## config.mk

```make
export PLATFORM = sky130hd
export DESIGN_NAME = class_select_shift_queue_core
export DESIGN_NICKNAME = d
export VERILOG_FILES = /design/src/rtl/core/csq_pkg.sv /design/src/rtl/core/csq_ctrl.sv /design/src/rtl/core/csq_datapath.sv /design/src/rtl/core/class_select_shift_queue_core.sv
export VERILOG_INCLUDE_DIRS = /design/src /design/src/rtl/core
export SDC_FILE = /design/constraint.sdc
export NUM_CORES = 1
export LEC_CHECK = 0
export BUFFER_PORTS_ARGS = -buffer_cell sky130_fd_sc_hd__buf_2
export CORE_ASPECT_RATIO = 1.2
export CORE_MARGIN = 4
export CORE_UTILIZATION = 57
export DETAILED_ROUTE_END_ITERATION = 7
export PLACE_DENSITY_LB_ADDON = 0.15
export SETUP_SLACK_MARGIN = 0.2
export SYNTH_ARGS = -nofsm -noshare
export SYNTH_HDL_FRONTEND = slang
export SYNTH_SLANG_ARGS = --single-unit
```

## constraint.sdc

```tcl
create_clock -name aclk -period 4.7 [get_ports aclk]
set_clock_uncertainty 0.1 [all_clocks]
set_input_delay 0.94 -clock aclk [delete_from_list [all_inputs] [get_ports aclk]]
set_output_delay 0.94 -clock aclk [all_outputs]
set_load 0.005 [all_outputs]
```

## src/rtl/core/assert_macros.svh

```systemverilog
// ----------------------------------------------------------------------------
// assert_macros.svh
// shared assertion macros for the ticket queue core
// ----------------------------------------------------------------------------
`ifndef ASSERT_MACROS_SVH
`define ASSERT_MACROS_SVH

// property checked every clock outside reset
`define CSQ_ASSERT(label, prop, msg) \
    label: assert property (@(posedge aclk) disable iff (!aresetn) (prop)) else $error(msg);

// implication into the following cycle
`define CSQ_ASSERT_NEXT(label, pre, post, msg) \
    label: assert property (@(posedge aclk) disable iff (!aresetn) (pre) |=> (post)) \
        else $error(msg);

`endif

```

## src/rtl/core/csq_pkg.sv

```systemverilog
`timescale 1ns / 1ps
// ----------------------------------------------------------------------------
// csq_pkg
// constants, codes and control types of the class selective ticket queue
// ----------------------------------------------------------------------------
package csq_pkg;

    localparam int QUEUE_DEPTH    = 16;
    localparam int TICKET_BITS    = 16;
    localparam int COUNT_BITS     = $clog2(QUEUE_DEPTH + 1);
    localparam int IDX_BITS       = $clog2(QUEUE_DEPTH);
    localparam int CLASS_BITS     = 2;
    localparam int SERVER_BITS    = 3;
    localparam int SERVER_COUNT   = 4;
    localparam int CFG_INDEX_BITS = $clog2(SERVER_COUNT);

    typedef logic [CLASS_BITS-1:0] class_t;

    localparam class_t CLASS_PRIORITY = 2'd0;
    localparam class_t CLASS_COMMON   = 2'd1;
    localparam class_t CLASS_QUICK    = 2'd2;
    localparam class_t CLASS_INVALID  = 2'd3;

    localparam logic KIND_ENQUEUE = 1'b0;
    localparam logic KIND_SERVE   = 1'b1;

    typedef enum logic [1:0] {
        STATUS_OK      = 2'd0,
        STATUS_FULL    = 2'd1,
        STATUS_EMPTY   = 2'd2,
        STATUS_INVALID = 2'd3
    } status_t;

    localparam class_t SERVER_CLASS_RESET [SERVER_COUNT] =
        '{CLASS_PRIORITY, CLASS_COMMON, CLASS_COMMON, CLASS_QUICK};

    typedef struct packed {
        logic capture;
        logic execute;
    } csq_cmd_t;

    typedef struct packed {
        logic out_free;
    } csq_stat_t;

endpackage

```

## src/rtl/core/csq_ctrl.sv

```systemverilog
`timescale 1ns / 1ps
// ----------------------------------------------------------------------------
// csq_ctrl
// controller: takes one request beat, runs it on a free output slot
// ----------------------------------------------------------------------------
`include "assert_macros.svh"

module csq_ctrl import csq_pkg::*; (
    input  logic      aclk,
    input  logic      aresetn,
    input  logic      s_valid,
    output logic      s_ready,
    input  csq_stat_t stat,
    output csq_cmd_t  cmd
);

    typedef enum logic [1:0] {
        STATE_IDLE = 2'b01,
        STATE_EXEC = 2'b10
    } state_t;

    state_t state_reg;
    state_t state_next;

    always_comb begin
        state_next = state_reg;
        case (state_reg)
            STATE_IDLE: begin
                if (s_valid) begin
                    state_next = STATE_EXEC;
                end
            end
            STATE_EXEC: begin
                if (stat.out_free) begin
                    state_next = STATE_IDLE;
                end
            end
            default: begin
                state_next = STATE_IDLE;
            end
        endcase
    end

    always_ff @(posedge aclk) begin
        if (!aresetn) begin
            state_reg <= STATE_IDLE;
        end else begin
            state_reg <= state_next;
        end
    end

    assign s_ready     = (state_reg == STATE_IDLE);
    assign cmd.capture = s_valid && s_ready;
    assign cmd.execute = (state_reg == STATE_EXEC) && stat.out_free;

    `CSQ_ASSERT_NEXT(a_exec_waits, (state_reg == STATE_EXEC) && !stat.out_free, state_reg == STATE_EXEC, "request dropped while output slot busy")

endmodule

```

## src/rtl/core/csq_datapath.sv

```systemverilog
`timescale 1ns / 1ps
// ----------------------------------------------------------------------------
// csq_datapath
// shifting ticket store, class match and pick, server map, result register
// ----------------------------------------------------------------------------
`include "assert_macros.svh"

module csq_datapath import csq_pkg::*; (
    input  logic                      aclk,
    input  logic                      aresetn,
    input  csq_cmd_t                  cmd,
    output csq_stat_t                 stat,
    input  logic                      s_kind,
    input  logic [CLASS_BITS-1:0]     s_ticket_class,
    input  logic [SERVER_BITS-1:0]    s_server_id,
    input  logic                      cfg_wr_en,
    input  logic [CFG_INDEX_BITS-1:0] cfg_index,
    input  logic [CLASS_BITS-1:0]     cfg_wdata,
    output logic                      m_valid,
    input  logic                      m_ready,
    output logic [1:0]                m_status,
    output logic [TICKET_BITS-1:0]    m_ticket_number,
    output logic [CLASS_BITS-1:0]     m_served_class,
    output logic [COUNT_BITS-1:0]     m_fill_count
);

    // captured request
    logic                   kind_reg;
    class_t                 class_reg;
    logic [SERVER_BITS-1:0] server_reg;

    class_t                 srv_class_reg [SERVER_COUNT];

    // entry store, only the first count_reg entries are meaningful
    class_t                 entry_cls_reg [QUEUE_DEPTH];
    logic [TICKET_BITS-1:0] entry_tkt_reg [QUEUE_DEPTH];

    logic [COUNT_BITS-1:0]  count_reg;
    logic [COUNT_BITS-1:0]  count_next;
    logic [TICKET_BITS-1:0] ticket_reg;
    logic [TICKET_BITS-1:0] ticket_next;

    logic                   m_valid_reg;
    logic                   m_valid_next;
    status_t                m_status_reg;
    logic [TICKET_BITS-1:0] m_ticket_reg;
    class_t                 m_class_reg;
    logic [COUNT_BITS-1:0]  m_count_reg;

    logic [CFG_INDEX_BITS-1:0] srv_idx;
    class_t                 want;
    logic [QUEUE_DEPTH-1:0] match;
    logic [IDX_BITS-1:0]    pick;
    logic                   is_full;
    logic                   is_empty;
    logic                   bad_server;
    logic                   do_enq;
    logic                   do_serve;
    status_t                res_status;
    logic [TICKET_BITS-1:0] res_ticket;
    class_t                 res_class;
    logic [COUNT_BITS-1:0]  res_count;

    always_ff @(posedge aclk) begin
        if (cmd.capture) begin
            kind_reg   <= s_kind;
            class_reg  <= s_ticket_class;
            server_reg <= s_server_id;
        end
    end

    always_ff @(posedge aclk) begin
        if (!aresetn) begin
            srv_class_reg <= SERVER_CLASS_RESET;
        end else if (cfg_wr_en) begin
            srv_class_reg[cfg_index] <= cfg_wdata;
        end
    end

    // oldest waiting entry of the wanted class, head when none
    assign srv_idx = CFG_INDEX_BITS'(server_reg - SERVER_BITS'(1));
    assign want    = srv_class_reg[srv_idx];

    always_comb begin
        for (int i = 0; i < QUEUE_DEPTH; i++) begin
            match[i] = (COUNT_BITS'(i) < count_reg) && (entry_cls_reg[i] == want);
        end
        pick = '0;
        for (int i = QUEUE_DEPTH - 1; i >= 0; i--) begin
            if (match[i]) begin
                pick = IDX_BITS'(i);
            end
        end
    end

    assign is_full    = (count_reg == COUNT_BITS'(QUEUE_DEPTH));
    assign is_empty   = (count_reg == '0);
    assign bad_server = (server_reg == '0) || (server_reg > SERVER_BITS'(SERVER_COUNT));

    assign do_enq   = cmd.execute && (kind_reg == KIND_ENQUEUE) && !is_full
                      && (class_reg != CLASS_INVALID);
    assign do_serve = cmd.execute && (kind_reg == KIND_SERVE) && !is_empty && !bad_server;

    always_comb begin
        res_status = STATUS_OK;
        res_ticket = '0;
        res_class  = CLASS_PRIORITY;
        res_count  = count_reg;
        if (kind_reg == KIND_ENQUEUE) begin
            if (is_full) begin
                res_status = STATUS_FULL;
            end else if (class_reg == CLASS_INVALID) begin
                res_status = STATUS_INVALID;
            end else begin
                res_ticket = ticket_reg;
                res_class  = class_reg;
                res_count  = COUNT_BITS'(count_reg + 1'b1);
            end
        end else begin
            if (is_empty) begin
                res_status = STATUS_EMPTY;
            end else if (bad_server) begin
                res_status = STATUS_INVALID;
            end else begin
                res_ticket = entry_tkt_reg[pick];
                res_class  = entry_cls_reg[pick];
                res_count  = COUNT_BITS'(count_reg - 1'b1);
            end
        end
    end

    assign count_next  = cmd.execute ? res_count : count_reg;
    assign ticket_next = do_enq ? TICKET_BITS'(ticket_reg + 1'b1) : ticket_reg;

    always_ff @(posedge aclk) begin
        if (!aresetn) begin
            count_reg  <= '0;
            ticket_reg <= TICKET_BITS'(1);
        end else begin
            count_reg  <= count_next;
            ticket_reg <= ticket_next;
        end
    end

    // serve shifts slots from pick up; enqueue writes new ticket at tail
    always_ff @(posedge aclk) begin
        if (do_serve) begin
            for (int i = 0; i < QUEUE_DEPTH - 1; i++) begin
                if (IDX_BITS'(i) >= pick) begin
                    entry_cls_reg[i] <= entry_cls_reg[i+1];
                    entry_tkt_reg[i] <= entry_tkt_reg[i+1];
                end
            end
        end else if (do_enq) begin
            for (int i = 0; i < QUEUE_DEPTH; i++) begin
                if (COUNT_BITS'(i) == count_reg) begin
                    entry_cls_reg[i] <= class_reg;
                    entry_tkt_reg[i] <= ticket_reg;
                end
            end
        end
    end

    // result beat register
    assign stat.out_free = !m_valid_reg || m_ready;
    assign m_valid_next  = cmd.execute || (m_valid_reg && !m_ready);

    always_ff @(posedge aclk) begin
        if (!aresetn) begin
            m_valid_reg <= 1'b0;
        end else begin
            m_valid_reg <= m_valid_next;
        end
    end

    always_ff @(posedge aclk) begin
        if (cmd.execute) begin
            m_status_reg <= res_status;
            m_ticket_reg <= res_ticket;
            m_class_reg  <= res_class;
            m_count_reg  <= res_count;
        end
    end

    assign m_valid         = m_valid_reg;
    assign m_status        = m_status_reg;
    assign m_ticket_number = m_ticket_reg;
    assign m_served_class  = m_class_reg;
    assign m_fill_count    = m_count_reg;

    `CSQ_ASSERT(a_count_bound, count_reg <= COUNT_BITS'(QUEUE_DEPTH), "fill count beyond queue depth")
    `CSQ_ASSERT(a_exec_slot_free, !cmd.execute || !m_valid_reg || m_ready, "result beat overwritten")
    `CSQ_ASSERT_NEXT(a_count_hold, !cmd.execute, $stable(count_reg), "fill count moved without a request")

endmodule

```

## src/rtl/core/class_select_shift_queue_core.sv

```systemverilog
`timescale 1ns / 1ps
// a request beat is captured in idle, then run in the execute step, and its
// result beat is registered; s_ready stays low until the request has run
// a stalled result holds the execute step until the output register frees
// reset: aresetn synchronous, active low; clears fill count, ticket number to 1,
// server map to 0, 1, 1, 2; no clearing pass, the entry store is never swept
// ----------------------------------------------------------------------------
// class_select_shift_queue_core
// class selective shifting ticket queue with per server class map
// ----------------------------------------------------------------------------
module class_select_shift_queue_core import csq_pkg::*; (
    input  logic                      aclk,
    input  logic                      aresetn,
    input  logic                      s_valid,
    output logic                      s_ready,
    input  logic                      s_kind,
    input  logic [CLASS_BITS-1:0]     s_ticket_class,
    input  logic [SERVER_BITS-1:0]    s_server_id,
    output logic                      m_valid,
    input  logic                      m_ready,
    output logic [1:0]                m_status,
    output logic [TICKET_BITS-1:0]    m_ticket_number,
    output logic [CLASS_BITS-1:0]     m_served_class,
    output logic [COUNT_BITS-1:0]     m_fill_count,
    input  logic                      cfg_wr_en,
    input  logic [CFG_INDEX_BITS-1:0] cfg_index,
    input  logic [CLASS_BITS-1:0]     cfg_wdata
);

    csq_cmd_t  cmd;
    csq_stat_t stat;

    csq_ctrl u_ctrl (
        .aclk    (aclk),
        .aresetn (aresetn),
        .s_valid (s_valid),
        .s_ready (s_ready),
        .stat    (stat),
        .cmd     (cmd)
    );

    csq_datapath u_datapath (
        .aclk            (aclk),
        .aresetn         (aresetn),
        .cmd             (cmd),
        .stat            (stat),
        .s_kind          (s_kind),
        .s_ticket_class  (s_ticket_class),
        .s_server_id     (s_server_id),
        .cfg_wr_en       (cfg_wr_en),
        .cfg_index       (cfg_index),
        .cfg_wdata       (cfg_wdata),
        .m_valid         (m_valid),
        .m_ready         (m_ready),
        .m_status        (m_status),
        .m_ticket_number (m_ticket_number),
        .m_served_class  (m_served_class),
        .m_fill_count    (m_fill_count)
    );

endmodule
```

==> flow_summary.toml <==
[routing]
dr.first_iter.drc_count = 1350
postRouteAntennaNets = 0
drc = 0
firstDrtPassIters = 7
drt_wl_total_mm = 47.05
wl_per_cell_um = 25.28
vias = 12060
vias_per_cell = 6.481

[clock_network]
insertion_delay_ns = 0.53
h-tree-depth = 2
cts.clk_slew.worst_paths_ns = 0.06
clockRootBuffer = "clkbuf_16"
cts.sinks = 351
hold_buffers = 0
cts_tree = "built"
clockBufferDepth = 3
numCtsBuffers = 37

[layout]
fillers = 2333
largest_reg_flops = 256
diodes = 0
fin_nets = 1456
area_delta_synth_final_pct = 11.68
multi_input_area_um2 = 7649
drive_gt1_share_pct = 32.47
register_area_um2 = 10220

[logic_synthesis]
ys_warn_count = 0
syn_nets = 1414
syn_area_per_cell_um2 = 13.16
syn_area_um2 = 18310
synth_edf_count = 319
yosys-top-cells-count = "319 x edfxtp_1, 261 x mux2_2, 171 x nand2_1"
synth_top_cell_by_area = "edfxtp_1"
ys_seq_area_share_pct = 55.80
synthTopCellsByArea = "edfxtp_1 52%, mux2_2 16%, mux2i_1 5.6%"
synth_async_sr_flop_share_pct = 0
netlist_instances = 1392
synth_cell_types = 68
dominantRegCellSynth = "edfxtp_1"
yosysMostFrequentCell = "edfxtp_1"
ys_seq_elements = 351
yosys.area.top_type_share_pct = 52.31

[timing]
holdWs_ns = 0.3812
fin_crit_sh_pct = 93.37
finalHoldViolations = 0
slew_viol_final = 0
post-route-min-period_ns = 4.389
slew_headroom_pct = 40.73
worstMarginPinSlew_ns = 0.8878
setup_violations = 0
fmax_ghz = 0.2279
rsz0062_at_grt = "no"
fin_ws_ns = 0.3114
tns_ns = 0

[critical_path]
cp_common_cell = "buf_4"
crit_fanout = 13
cp-start-kind = "flop"
criticalPathCategory = "flop to flop"
path_cells = "inv_1, ha_1, mux4_2, buf_4, xnor2_1, and3_1, a311o_1, a211oi_2, nor2_2, nor2_4, nand2_1, a21oi_4, buf_4, mux2_2"
required_ns = 4.88
endpoint_kind = "flop"
crit_slowest_cell = "mux4_2"
cp.arrival_ns = 4.57
slowest_delay_ns = 0.45

[pwr]
irDropWorstVdd_uv = 325.5
p_leak_nw = 7.177
power_density_nw_per_um2 = 334.6
power_mw = 6.844

[grt]
grt_pass1_vias = 11780
grt_use_total_pct = 26.71
grt_max_degree = 57
grt.overflow.total = 0
grt_pass1_wl_mm = 72.03
antenna_found_initial = 3

[placed_design]
io_buffers = 41
gp_congestion = 0.9257
hpwl_mm = 32.15
pre_cts_ws_ns = 0.1314

[die]
fp-row-count = 71
core-area_um2 = 31540
dieHeight_um = 204.4
die_w_um = 171.6
top_level_ports = 42
dieArea_um2 = 35070
start_util_pct = 58.07

[job]
cap_violations = 0

[hold_path]
hold_path.class = "flop to flop"

[status]
status = "complete, no violations"
## worst max-delay path: cells and delay by family, from the launching register on
family          cells  cell delay [ns]
compound gates      3             1.00
xor+xnor            1             0.13
fa+ha+maj           1             0.32
buf+inv             3             0.56
flops               1             0.40
mux                 2             0.81
simple gates        4             0.81
## final cells by class
class                   count  share of cell area (%)
flip-flops and latches    351                   49.97
well taps                 401                   2.453
multi-input cells         925                   37.40
repair buffers            113                   4.135
inverters                   6                  0.1101
clock inverters            20                   1.009
clock buffers              45                   4.931
## cells by family after synthesis
family                     count (synthesis)  synth area share [%]
buffers and inverters                    116                 3.068
adders and majority gates                  7                0.4782
AOI/OAI and AO/OA                        160                 7.071
DFF                                      351                 55.80
xor gates and xnor gates                  49                 2.343
and+or+nand+nor                          334                 8.759
muxes                                    375                 22.48
## metal layers
metal,track usage (%),up-vias,routed length [µm]
met1,39.23,5962,20190
met4,7.359,4,1277
met2,41.45,580,21740
li1,-,5422,-
met3,4.372,93,3819
met5,0,-,27
## repair_timing
action,in CTS,in global routing
pin swaps,0,2
endpoints found under the hold margin,0,0
buffers inserted,0,8
endpoints found under the setup margin,17,214
gates cloned,0,0
resized for setup,3,6
## cell usage in the layout, fill, tap and decap left out, drive strengths merged, types with 18 or more instances in the layout
cell type / instances
a32oi: 20
o21ai: 22
and2: 18
nor2: 23
nand2: 174
xnor2: 33
mux2: 270
nand3: 48
buf: 113
dfxtp: 32
mux2i: 103
a221oi: 18
clkbuf: 45
edfxtp: 319
## path summary, 6_finish.rpt
| kind | start | to | slack [ns] | depth (start not counted) |
|---|---|---|---|---|
| setup reg to reg | u_datapath.server_reg[0]$_DFFE_PP_ | u_datapath.entry_tkt_reg[12][12]$_DFFE_PP_ | 0.31 | 14 |
| setup / recovery | u_datapath.server_reg[0]$_DFFE_PP_ | u_datapath.entry_tkt_reg[12][12]$_DFFE_PP_ | 0.31 | 14 |
| hold reg to reg | u_datapath.srv_class_reg[4]$_SDFFE_PN1P_ | u_datapath.srv_class_reg[4]$_SDFFE_PN1P_ | 0.38 | 2 |
| hold / removal | u_datapath.srv_class_reg[4]$_SDFFE_PN1P_ | u_datapath.srv_class_reg[4]$_SDFFE_PN1P_ | 0.38 | 2 |
## where the power goes
part	leakage, nW	switching (mW)	internal [mW]
Combinational	3.44	0.296	0.193
Sequential	3.14	0.0179	3.37
Clock	0.594	1.21	1.75
Total	7.18	1.53	5.32
## through the flow
step	instances	area (µm²)	util, %
after CTS	1853	20340	64.48
final	1861	20450	64.86
after global routing	1861	20450	64.86
after detailed placement	1788	19100	60.56
after floorplan	1392	18320	-
after global placement	1788	19100	60.56
Power figures use the tool's default switching activity.
